===== config.mk =====
export PLATFORM = sky130hd
export DESIGN_NAME = chaikin_polyline_subdivision
export DESIGN_NICKNAME = d
export VERILOG_FILES = /design/src/rtl/core/cps_pkg.sv /design/src/rtl/core/cps_cell.sv /design/src/rtl/core/chaikin_polyline_subdivision.sv
export SDC_FILE = /design/constraint.sdc
export NUM_CORES = 2
export LEC_CHECK = 0
export BUFFER_PORTS_ARGS = -buffer_cell sky130_fd_sc_hd__buf_2
export CAP_MARGIN = 0
export CELL_PAD_IN_SITES_DETAIL_PLACEMENT = 1
export CELL_PAD_IN_SITES_GLOBAL_PLACEMENT = 1
export CORE_MARGIN = 5
export CORE_UTILIZATION = 45
export DETAILED_ROUTE_END_ITERATION = 16
export PLACE_DENSITY = 0.84
export SETUP_SLACK_MARGIN = 0.05
export SLEW_MARGIN = 20
export SYNTH_ARGS = -nofsm -noshare
export SYNTH_HDL_FRONTEND = slang
export SYNTH_SLANG_ARGS = --single-unit

===== constraint.sdc =====
create_clock -name clk -period 18.63 [get_ports clk]
set_input_delay 4.6575 -clock clk [delete_from_list [all_inputs] [get_ports clk]]
set_output_delay 4.6575 -clock clk [all_outputs]
set_load 0.03 [all_outputs]

===== src/rtl/core/cps_pkg.sv =====
package cps_pkg;

	localparam int COORD_BITS  = 16;
	localparam int MAX_ROUNDS  = 4;
	localparam int ROUND_BITS  = 3;
	localparam int IDX_BITS    = (MAX_ROUNDS > 1) ? $clog2(MAX_ROUNDS) : 1;
	localparam int DATA_BITS   = 3 * COORD_BITS;
	localparam int TDATA_BITS  = ((DATA_BITS + 7) / 8) * 8;

	typedef logic signed [COORD_BITS-1:0] coord_t;

	// x in the lowest bits
	typedef struct packed {
		coord_t z;
		coord_t y;
		coord_t x;
	} point_t;

	typedef struct packed {
		point_t pt;
		logic   last;
	} beat_t;

	// output phase of one cell
	typedef enum logic [1:0] {
		PH_NEAR_P = 2'd0,
		PH_NEAR_C = 2'd1,
		PH_COPY   = 2'd2,
		PH_END    = 2'd3
	} phase_t;

endpackage


===== src/rtl/core/cps_cell.sv =====
module cps_cell (
	input  logic           clk,
	input  logic           arst_n,
	input  logic           clr,
	input  logic           in_valid,
	output logic           in_ready,
	input  cps_pkg::beat_t in_beat,
	output logic           out_valid,
	input  logic           out_ready,
	output cps_pkg::beat_t out_beat
);

	localparam int CB = cps_pkg::COORD_BITS;

	// floor((3a + b) / 4)
	function automatic cps_pkg::coord_t mix(input cps_pkg::coord_t a,
		input cps_pkg::coord_t b);
		logic signed [CB+1:0] ae;
		logic signed [CB+1:0] be;
		logic signed [CB+1:0] s;
		ae = {{2{a[CB-1]}}, a};
		be = {{2{b[CB-1]}}, b};
		s  = (ae <<< 1) + ae + be;
		return s[CB+1:2];
	endfunction

	cps_pkg::point_t held_q;
	logic            hvalid_q;
	cps_pkg::point_t p_q;
	cps_pkg::point_t c_q;
	logic            last_q;
	logic            busy_q;
	cps_pkg::phase_t phase_q;
	cps_pkg::phase_t phase_d;

	logic done;
	logic in_fire;
	logic out_fire;

	assign done      = last_q ? (phase_q == cps_pkg::PH_END) : (phase_q == cps_pkg::PH_NEAR_C);
	assign out_valid = busy_q;
	assign out_fire  = busy_q && out_ready;
	assign in_ready  = !busy_q || (out_ready && done);
	assign in_fire   = in_valid && in_ready;

	always_comb begin
		phase_d = phase_q;
		if (in_fire) begin
			phase_d = hvalid_q ? cps_pkg::PH_NEAR_P : cps_pkg::PH_COPY;
		end else if (out_fire && !done) begin
			phase_d = cps_pkg::phase_t'(phase_q + 2'd1);
		end
	end

	always_ff @(posedge clk or negedge arst_n) begin
		if (!arst_n) begin
			hvalid_q <= 1'b0;
			busy_q   <= 1'b0;
			phase_q  <= cps_pkg::PH_NEAR_P;
		end else begin
			phase_q <= phase_d;
			if (in_fire) begin
				hvalid_q <= !in_beat.last;
				busy_q   <= hvalid_q || in_beat.last;
			end else if (out_fire && done) begin
				busy_q <= 1'b0;
			end
			if (clr) begin
				hvalid_q <= 1'b0;
			end
		end
	end

	always_ff @(posedge clk) begin
		if (in_fire) begin
			held_q <= in_beat.pt;
			p_q    <= held_q;
			c_q    <= in_beat.pt;
			last_q <= in_beat.last;
		end
	end

	always_comb begin
		out_beat.last = last_q && (phase_q == cps_pkg::PH_END);
		unique case (phase_q)
			cps_pkg::PH_NEAR_P: begin
				out_beat.pt.x = mix(p_q.x, c_q.x);
				out_beat.pt.y = mix(p_q.y, c_q.y);
				out_beat.pt.z = mix(p_q.z, c_q.z);
			end
			cps_pkg::PH_NEAR_C: begin
				out_beat.pt.x = mix(c_q.x, p_q.x);
				out_beat.pt.y = mix(c_q.y, p_q.y);
				out_beat.pt.z = mix(c_q.z, p_q.z);
			end
			default: begin
				out_beat.pt = c_q;
			end
		endcase
	end

endmodule


===== src/rtl/core/chaikin_polyline_subdivision.sv =====
// Chaikin corner cutting on a stream of 3D points.
// s_axis carries one point per beat (x, y, z signed Q8.8, tlast on the final
// point of a polyline). m_axis returns the subdivided points, tlast on the
// final one. cfg_data sets the number of rounds (0..4, larger values act as
// 4); cfg_ready is always high and a write starts a new polyline. Write it
// only while no points are in flight.
// Each round is one cell in a chain. A cell emits two points per input pair
// and two copies of the last point, one beat per cycle while its output is
// ready, so a polyline of n points grows to n * 2^rounds points. The output
// side runs at one beat per cycle while m_axis_tready is high; a cell accepts
// its next point as the final beat for its current one leaves. An input beat
// passes through one register per active cell and then the output register.
// When m_axis_tready is low, the output register holds its beat and the stall
// backs up through the cells to s_axis_tready.
// Reset sets rounds to 1 and empties every cell.
module chaikin_polyline_subdivision (
	input  logic                               clk,
	input  logic                               arst_n,
	input  logic                               s_axis_tvalid,
	output logic                               s_axis_tready,
	input  logic [cps_pkg::TDATA_BITS-1:0]     s_axis_tdata,  // px, py, pz
	input  logic                               s_axis_tlast,
	output logic                               m_axis_tvalid,
	input  logic                               m_axis_tready,
	output logic [cps_pkg::TDATA_BITS-1:0]     m_axis_tdata,  // qx, qy, qz
	output logic                               m_axis_tlast,
	input  logic                               cfg_valid,
	output logic                               cfg_ready,
	input  logic [cps_pkg::ROUND_BITS-1:0]     cfg_data
);

	localparam int NR = cps_pkg::MAX_ROUNDS;
	localparam int RB = cps_pkg::ROUND_BITS;

	logic [RB-1:0]  rnd_q;
	logic           clr;

	cps_pkg::beat_t in_beat;
	cps_pkg::beat_t cbeat_out [NR];
	logic [NR-1:0]  cvld_out;
	logic [NR-1:0]  crdy_in;
	logic [NR-1:0]  crdy_out;

	logic           sel_vld;
	cps_pkg::beat_t sel_beat;
	logic           ordy;
	logic           ovld_q;
	cps_pkg::beat_t obeat_q;
	logic [cps_pkg::IDX_BITS-1:0] sel_idx;

	assign cfg_ready = 1'b1;
	assign clr       = cfg_valid;

	always_ff @(posedge clk or negedge arst_n) begin
		if (!arst_n) begin
			rnd_q <= RB'(1);
		end else if (cfg_valid) begin
			rnd_q <= (cfg_data > RB'(NR)) ? RB'(NR) : cfg_data;
		end
	end

	assign in_beat.pt   = s_axis_tdata[cps_pkg::DATA_BITS-1:0];
	assign in_beat.last = s_axis_tlast;

	genvar i;
	generate
		for (i = 0; i < NR; i++) begin : g_cell
			logic           vin;
			cps_pkg::beat_t bin;
			if (i == 0) begin : g_head
				assign vin = s_axis_tvalid && (rnd_q > RB'(i));
				assign bin = in_beat;
			end else begin : g_link
				assign vin = cvld_out[i-1] && (rnd_q > RB'(i));
				assign bin = cbeat_out[i-1];
			end
			if (i == NR - 1) begin : g_tail
				assign crdy_out[i] = ordy;
			end else begin : g_mid
				assign crdy_out[i] = (rnd_q == RB'(i + 1)) ? ordy : crdy_in[i+1];
			end

			cps_cell u_cell (
				.clk       (clk),
				.arst_n    (arst_n),
				.clr       (clr),
				.in_valid  (vin),
				.in_ready  (crdy_in[i]),
				.in_beat   (bin),
				.out_valid (cvld_out[i]),
				.out_ready (crdy_out[i]),
				.out_beat  (cbeat_out[i])
			);
		end
	endgenerate

	assign sel_idx = cps_pkg::IDX_BITS'(rnd_q - RB'(1));

	always_comb begin
		if (rnd_q == '0) begin
			sel_vld       = s_axis_tvalid;
			sel_beat      = in_beat;
			s_axis_tready = ordy;
		end else begin
			sel_vld       = cvld_out[sel_idx];
			sel_beat      = cbeat_out[sel_idx];
			s_axis_tready = crdy_in[0];
		end
	end

	// single output register, refilled in the cycle it drains
	assign ordy = !ovld_q || m_axis_tready;

	always_ff @(posedge clk or negedge arst_n) begin
		if (!arst_n) begin
			ovld_q <= 1'b0;
		end else if (ordy) begin
			ovld_q <= sel_vld;
		end
	end

	always_ff @(posedge clk) begin
		if (ordy && sel_vld) begin
			obeat_q <= sel_beat;
		end
	end

	assign m_axis_tvalid = ovld_q;
	assign m_axis_tdata  = cps_pkg::TDATA_BITS'(obeat_q.pt);
	assign m_axis_tlast  = obeat_q.last;

	a_rounds_sat: assert property (@(posedge clk) disable iff (!arst_n)
		rnd_q <= RB'(NR))
		else $error("round count above maximum");

	a_unused_idle: assert property (@(posedge clk) disable iff (!arst_n)
		(cvld_out >> rnd_q) == '0)
		else $error("cell beyond active round count holds a beat");

	a_bypass: assert property (@(posedge clk) disable iff (!arst_n)
		(s_axis_tvalid && s_axis_tready && rnd_q == '0) |=>
			(m_axis_tvalid && m_axis_tdata == $past(s_axis_tdata)
				&& m_axis_tlast == $past(s_axis_tlast)))
		else $error("bypass beat not forwarded");

endmodule

; After elaboration in Yosys (flattened, before gate mapping)
; Cells that the tools add are included.
[totals]
input_bits = 57
wordCells = 234
regBits = 457
[classes]
bitwise = 1
n_reduce_logical = 68
magnitude_cmp = 7
addsub = 53
muxes = 48
n_eq_ne = 11
[op_table]
columns = cell, count
row1 = adder 17 x 16 -> 18 bit, 24
row2 = adder 18 x 16 -> 18 bit, 24
row3 = one-hot mux 48 bit (2 select lines), 4
row4 = two-way mux 49 bit, 3
row5 = binary-select mux 49 bit (select 2 bit), 1
row6 = logical AND 1 bit, 29
row7 = two-way mux 1 bit, 26
row8 = two-way mux 2 bit, 12
row9 = nonzero test 2 bit, 12
row10 = zero test 1 bit, 13
row11 = logical OR 1 bit, 9
row12 = adder 2 x 1 -> 2 bit (second input constant), 4
row13 = equality test 2 x 1 -> 1 bit (second input constant), 4
row14 = equality test 2 bit (second input constant), 4
row15 = zero test 2 bit, 4
row16 = equality test 3 x 2 -> 1 bit (second input constant), 2
row17 = greater-than comparator 3 x 1 -> 1 bit (second input constant), 2
row18 = greater-than comparator 3 x 2 -> 1 bit (second input constant), 2
row19 = equality test 3 x 1 -> 1 bit (second input constant), 1
row20 = greater-or-equal comparator 3 bit (second input constant), 1
row21 = greater-than comparator 3 bit (second input constant), 1
row22 = zero test 3 bit, 1
row23 = less-than comparator 2 x 3 -> 1 bit (second input constant), 1
row24 = two-way mux 3 bit, 1
row25 = other kinds (3), 3

; Longest topological paths before layout
[logic_depth]
depth_word = 16
mapped_depth = 15

; Hierarchy
; Synthesis repeated with hierarchy kept, for this count alone.
[hier_totals]
hier_cells = 3965
area_unflattened_um2 = 43878.3
[by_module_without_submodules]
columns = module, area_per_inst_um2, instances, cells_each, seq_area_each_um2
row1 = cps_cell (g_cell[1].u_cell), 10188.5, 1, 960, 3012.9
row2 = cps_cell (g_cell[0].u_cell), 10042.1, 1, 948, 3012.9
row3 = cps_cell (g_cell[3].u_cell), 10022.1, 1, 923, 3012.9
row4 = cps_cell (g_cell[2].u_cell), 9989.6, 1, 924, 3012.9
row5 = chaikin_polyline_subdivision, 3636.0, 1, 210, 1572.8

; Worst setup path before layout
; Ideal clock, no wire load.
[synth_timing]
path_type = input-to-reg
startpoint = input m_axis_tready
endpoint = register g_cell[3].u_cell.busy_q
path_slack_ps = 5344
cell_stages = 5
setup_ps = 97
arrival_time_ps = 13188
path_cell_list = nor2b_1 > o21ai_0 > nor3b_1 > o21ai_0 > nand2_1
[synth_via]
elab_chain_len = 5
[synth_lines]
columns = item, line_no
row1 = from (decl), chaikin_polyline_subdivision.sv:24  ; input logic m_axis_tready,
row2 = logical OR 1 bit *, chaikin_polyline_subdivision.sv:112  ; assign ordy = !ovld_q || m_axis_tready;
row3 = logical AND 1 bit *, cps_cell.sv:43  ; assign in_ready = !busy_q || (out_ready && done);
row4 = logical OR 1 bit *, cps_cell.sv:43
row5 = logical AND 1 bit *, cps_cell.sv:44  ; assign in_fire = in_valid && in_ready;
row6 = via g_cell[3].u_cell.in_fire, cps_cell.sv:37  ; logic in_fire;
row7 = two-way mux 1 bit / nonzero test 2 bit (equally long branches), -
row8 = to (signal assigned), cps_cell.sv:64  ; busy_q <= hvalid_q || in_beat.last;
row9 = to (decl), cps_cell.sv:32  ; logic busy_q;
; The timed path passes the listed nets; every way through them passes the cells marked *.
; A chain may end at the register's enable or synchronous reset.

; Worst setup path after layout
[layout_timing]
startpoint = input m_axis_tready
endpoint = output s_axis_tready
[layout_via]
elab_chain_len = 13
[layout_lines]
columns = item, line_no
row1 = logical OR 1 bit *, chaikin_polyline_subdivision.sv:112
row2 = logical AND 1 bit, cps_cell.sv:43
row3 = logical OR 1 bit, cps_cell.sv:43
row4 = two-way mux 1 bit, chaikin_polyline_subdivision.sv:80  ; assign crdy_out[i] = (rnd_q == RB'(i + 1)) ? ordy : crdy_in[i+1];
row5 = logical AND 1 bit, cps_cell.sv:43
row6 = logical OR 1 bit, cps_cell.sv:43
row7 = two-way mux 1 bit, chaikin_polyline_subdivision.sv:80
row8 = logical AND 1 bit, cps_cell.sv:43
row9 = logical OR 1 bit, cps_cell.sv:43
row10 = two-way mux 1 bit, chaikin_polyline_subdivision.sv:80
row11 = logical AND 1 bit, cps_cell.sv:43
row12 = logical OR 1 bit, cps_cell.sv:43
row13 = two-way mux 1 bit *, chaikin_polyline_subdivision.sv:100  ; if (rnd_q == '0) begin
row14 = to (decl), chaikin_polyline_subdivision.sv:20  ; output logic s_axis_tready,
; Every way passes the cells marked *; elsewhere a longest branch is shown, timed or not.

==> metrics <==
Layout fillers ~11000; worst reg2reg startpoint rnd_q[0]$_DFFE_PN1P_; fmax about 84 MHz; share of cells above drive strength 1 about 7.7%; Hold Vio Cnt, Final 0; Worst Hold Class reg -> reg; Initial Util 45.3%; Worst-Skew Late Latency 710 ps; Final nets between 5000 and 6000; initial antenna violation count 12; Post-Synth XOR/XNOR Area 5.47%; Seq/Total Area, Yosys a little under a third; CTS tree built; Final Util roughly half; total gr overflow 0; detailed-route DRC error count 0; Slowest Stage Delay on Critical Path 480 ps; maximum clock path buffer count 3; setup TNS 0 ps; asr flop ratio synth 4.38%; Ports 109; Clock Skew 51.4 ps; Crit path top cell by count buf_2; largest net degree at the start of global routing 76; core area 96700 um2; total wire length approximately 150000 um; routed wire length per instance 26.3 um; DPL Wire Length around 110000 um; adder-cell share of the synthesized area between 20% and 30%; CP Launch Type primary input; Rows 114; synth top area cells edfxtp_1 30%, fa_1 18%, ha_1 11%; R2R depth 9; vias in the first global route approximately 39000; CTS clock-pin slew for the worst setup and hold paths 60 ps; cts-stage hold buffer count 0; Final GP Congestion 0.919; commonest non-fill, non-tap cell in the layout edfxtp_1; area share of the largest cell type after synthesis 29.9%; kind of critical path in -> out; number of synthesized register bits around 460; clock net sink count around 460; Die Y 322 um; Post-synth top flop edfxtp_1; crit path cell chain buf_2 -> nor2b_1 -> o221ai_1 -> a311oi_1 -> o31ai_1 -> mux2i_1 -> nand2_1 -> nand3_1 -> o21ai_0 -> buf_2; mux contribution to synthesized area about 1.4%; Tightest Pin Transition 1170 ps; Root Driver clkbuf_16; P&R area growth vs syn 9.79%; FF-to-FF End m_axis_tdata[22]$_DFFE_PP_; TritonCTS Buffers 57; hold_sp g_cell[0].u_cell.hvalid_q$_DFFE_PN0P_; DR pass1 iterations 6; Synth Cell Area roughly 44000 um2; first-pass GRT wire length 226000 um; commonest non-fill, non-tap cells in the layout 437 x edfxtp_1, 384 x fa_1, 368 x ha_1; Post-Synth Simple-Gate Area a little under an eighth; CP top delay family compound AO/OA/AOI/OAI gates; crit end category primary output; MaxCap Viol Count 0; postcts setup bufs 0; Synthesized Nets 4947; Post-synth EDFFs 437; DR iter-0 viols 3033; yosys warns 0; CTS H-tree lvls 2; worst rel slew slack a little over a fifth; RSZ-0062 raised after global routing no; Die ar. 104000 um2; status finished, final reports clean; Mapped Cells around 4100; WP buf/inv 2; Syn Area/Cell about 11 um2; post-synthesis compound-gate area fraction 19.8%; largest family of logic cells by synthesized area adder cells; Yosys cell types 97; hold path depth 1; total track usage between 20% and 30%; Final ANT Viol Nets 0; CP Launch Point m_axis_tready; minimum clock period ~12000 ps; vias per inst 6.48; # setup viols final 0; fin crit share 64.0%; DIE WIDTH around 320 um; # resized after CTS 0; Critical Path AT 7260 ps; vias 36000; CP Max Fanout 5; I/O Buffers 107; area leader, netlist edfxtp_1; Max Slew Vio Count 0; WHS Endpoint g_cell[0].u_cell.phase_q[1]$_DFFE_PN0P_; Critical Path RT 13970 ps; R2R Setup Slk 13410 ps; slowest CP cell nor2b_1
==> through the flow <==
stage | instances | cell area, um2 | setup WS (ps) | hold slack (ps)
6_report | 5558 | 48100 | 6710 | 482
5_1_grt | 5554 | 48100 | 6520 | 508
4_1_cts | 5553 | 48100 | 6750 | 487
3_5_place_dp | 5448 | 46000 | 6780 | 476
3_3_place_gp | 5448 | 46000 | 6940 | 461
2_1_floorplan | 4130 | 43800 | 5340 | 434
==> flip-flops by register name, indices dropped and copies added, names as in the netlist <==
| name | cells |
|---|---|
| g_cell.u_cell.last_q | 4 |
| m_axis_tlast | 1 |
| g_cell.u_cell.c_q | 48 |
| g_cell.u_cell.out_valid | 4 |
| g_cell.u_cell.held_q | 144 |
| m_axis_tvalid | 1 |
| g_cell.u_cell.phase_q | 8 |
| g_cell.u_cell.hvalid_q | 4 |
| g_cell.u_cell.p_q | 192 |
| rnd_q | 3 |
| m_axis_tdata | 48 |
==> how the worst max path moves through the flow <==
stage | endpoint | slack [ps] | cells past startpoint
after CTS | s_axis_tready | 6750 | 10
after global placement | s_axis_tready | 6940 | 10
final | s_axis_tready | 6710 | 10
after detailed placement | s_axis_tready | 6780 | 10
after floorplan | g_cell[3].u_cell.out_valid$_DFFE_PN0P_ | 5340 | 5
after global routing | s_axis_tready | 6520 | 10
==> per-layer routing <==
layer  share of wire, %  global-route usage [%]  wire (um)  vias up
li1                   -                       -          -    15900
met1                 41                    36.0      59200    18500
met2                 48                    47.2      70200     1314
met3                7.7                    4.42      11200      298
met4                3.7                    9.64       5450        2
met5              0.013                       0         19        -
==> final cells by class <==
class	instances	area [um2]	area share [%]
Clock inverter	42	661	1.37
Timing Repair Buffer	151	886	1.84
Clock buffer	63	1450	3.01
Antenna cell	4	10.0	0.0208
Inverter	145	544	1.13
Multi-Input combinational cell	3420	29400	61.0
Tap cell	1276	1600	3.32
Sequential cell	457	13600	28.3
==> worst register-to-register path: stages (launching register included) <==
cell and delay, ps:
dfstp_2 610, buf_4 420, inv_1 200, ha_2 790, buf_4 660, nand2_1 740
buf_4 500, o21ai_0 630, a21oi_1 100, a22o_1 270
==> Yosys cell counts, types with 12 or more instances <==
cell and count:
fa_1 384, o31ai_1 43, a22o_1 15, xor2_1 114
nor2b_1 40, nand2b_1 95, o21ai_1 35, edfxtp_1 437
o21bai_1 25, a2111oi_0 16, clkbuf_1 88, a221oi_1 29
a221o_1 23, xnor2_1 160, o21ai_0 227, nand4_1 23
a211o_1 16, nand3_1 81, a21oi_1 272, a22oi_1 72
a32oi_1 14, or2_2 18, ha_1 376, a31oi_1 53
a211oi_1 57, nand3b_1 19, nand2_1 307, nor2_1 209
and2_1 25, and3_1 44, o221ai_1 42, dfrtp_1 19
mux2_2 16, o21a_1 48, o2111ai_1 12, mux2i_1 34
nor3_1 106, a21o_1 97, o211ai_1 29, buf_1 19
o22ai_1 21, inv_1 141, or3_1 23, o31a_1 14
==> logic make-up after synthesis <==
logic type | Yosys count
AOI/OAI and AO/OA | 1279
and+or+nand+nor | 1051
adders and majority gates | 760
DFF | 457
xor gates and xnor gates | 274
buffers and inverters | 253
muxes | 55
other | 1
Power is left out: the tool's default activity adds up to more than one toggle a clock period on the data nets, which glitch-free logic cannot reach.
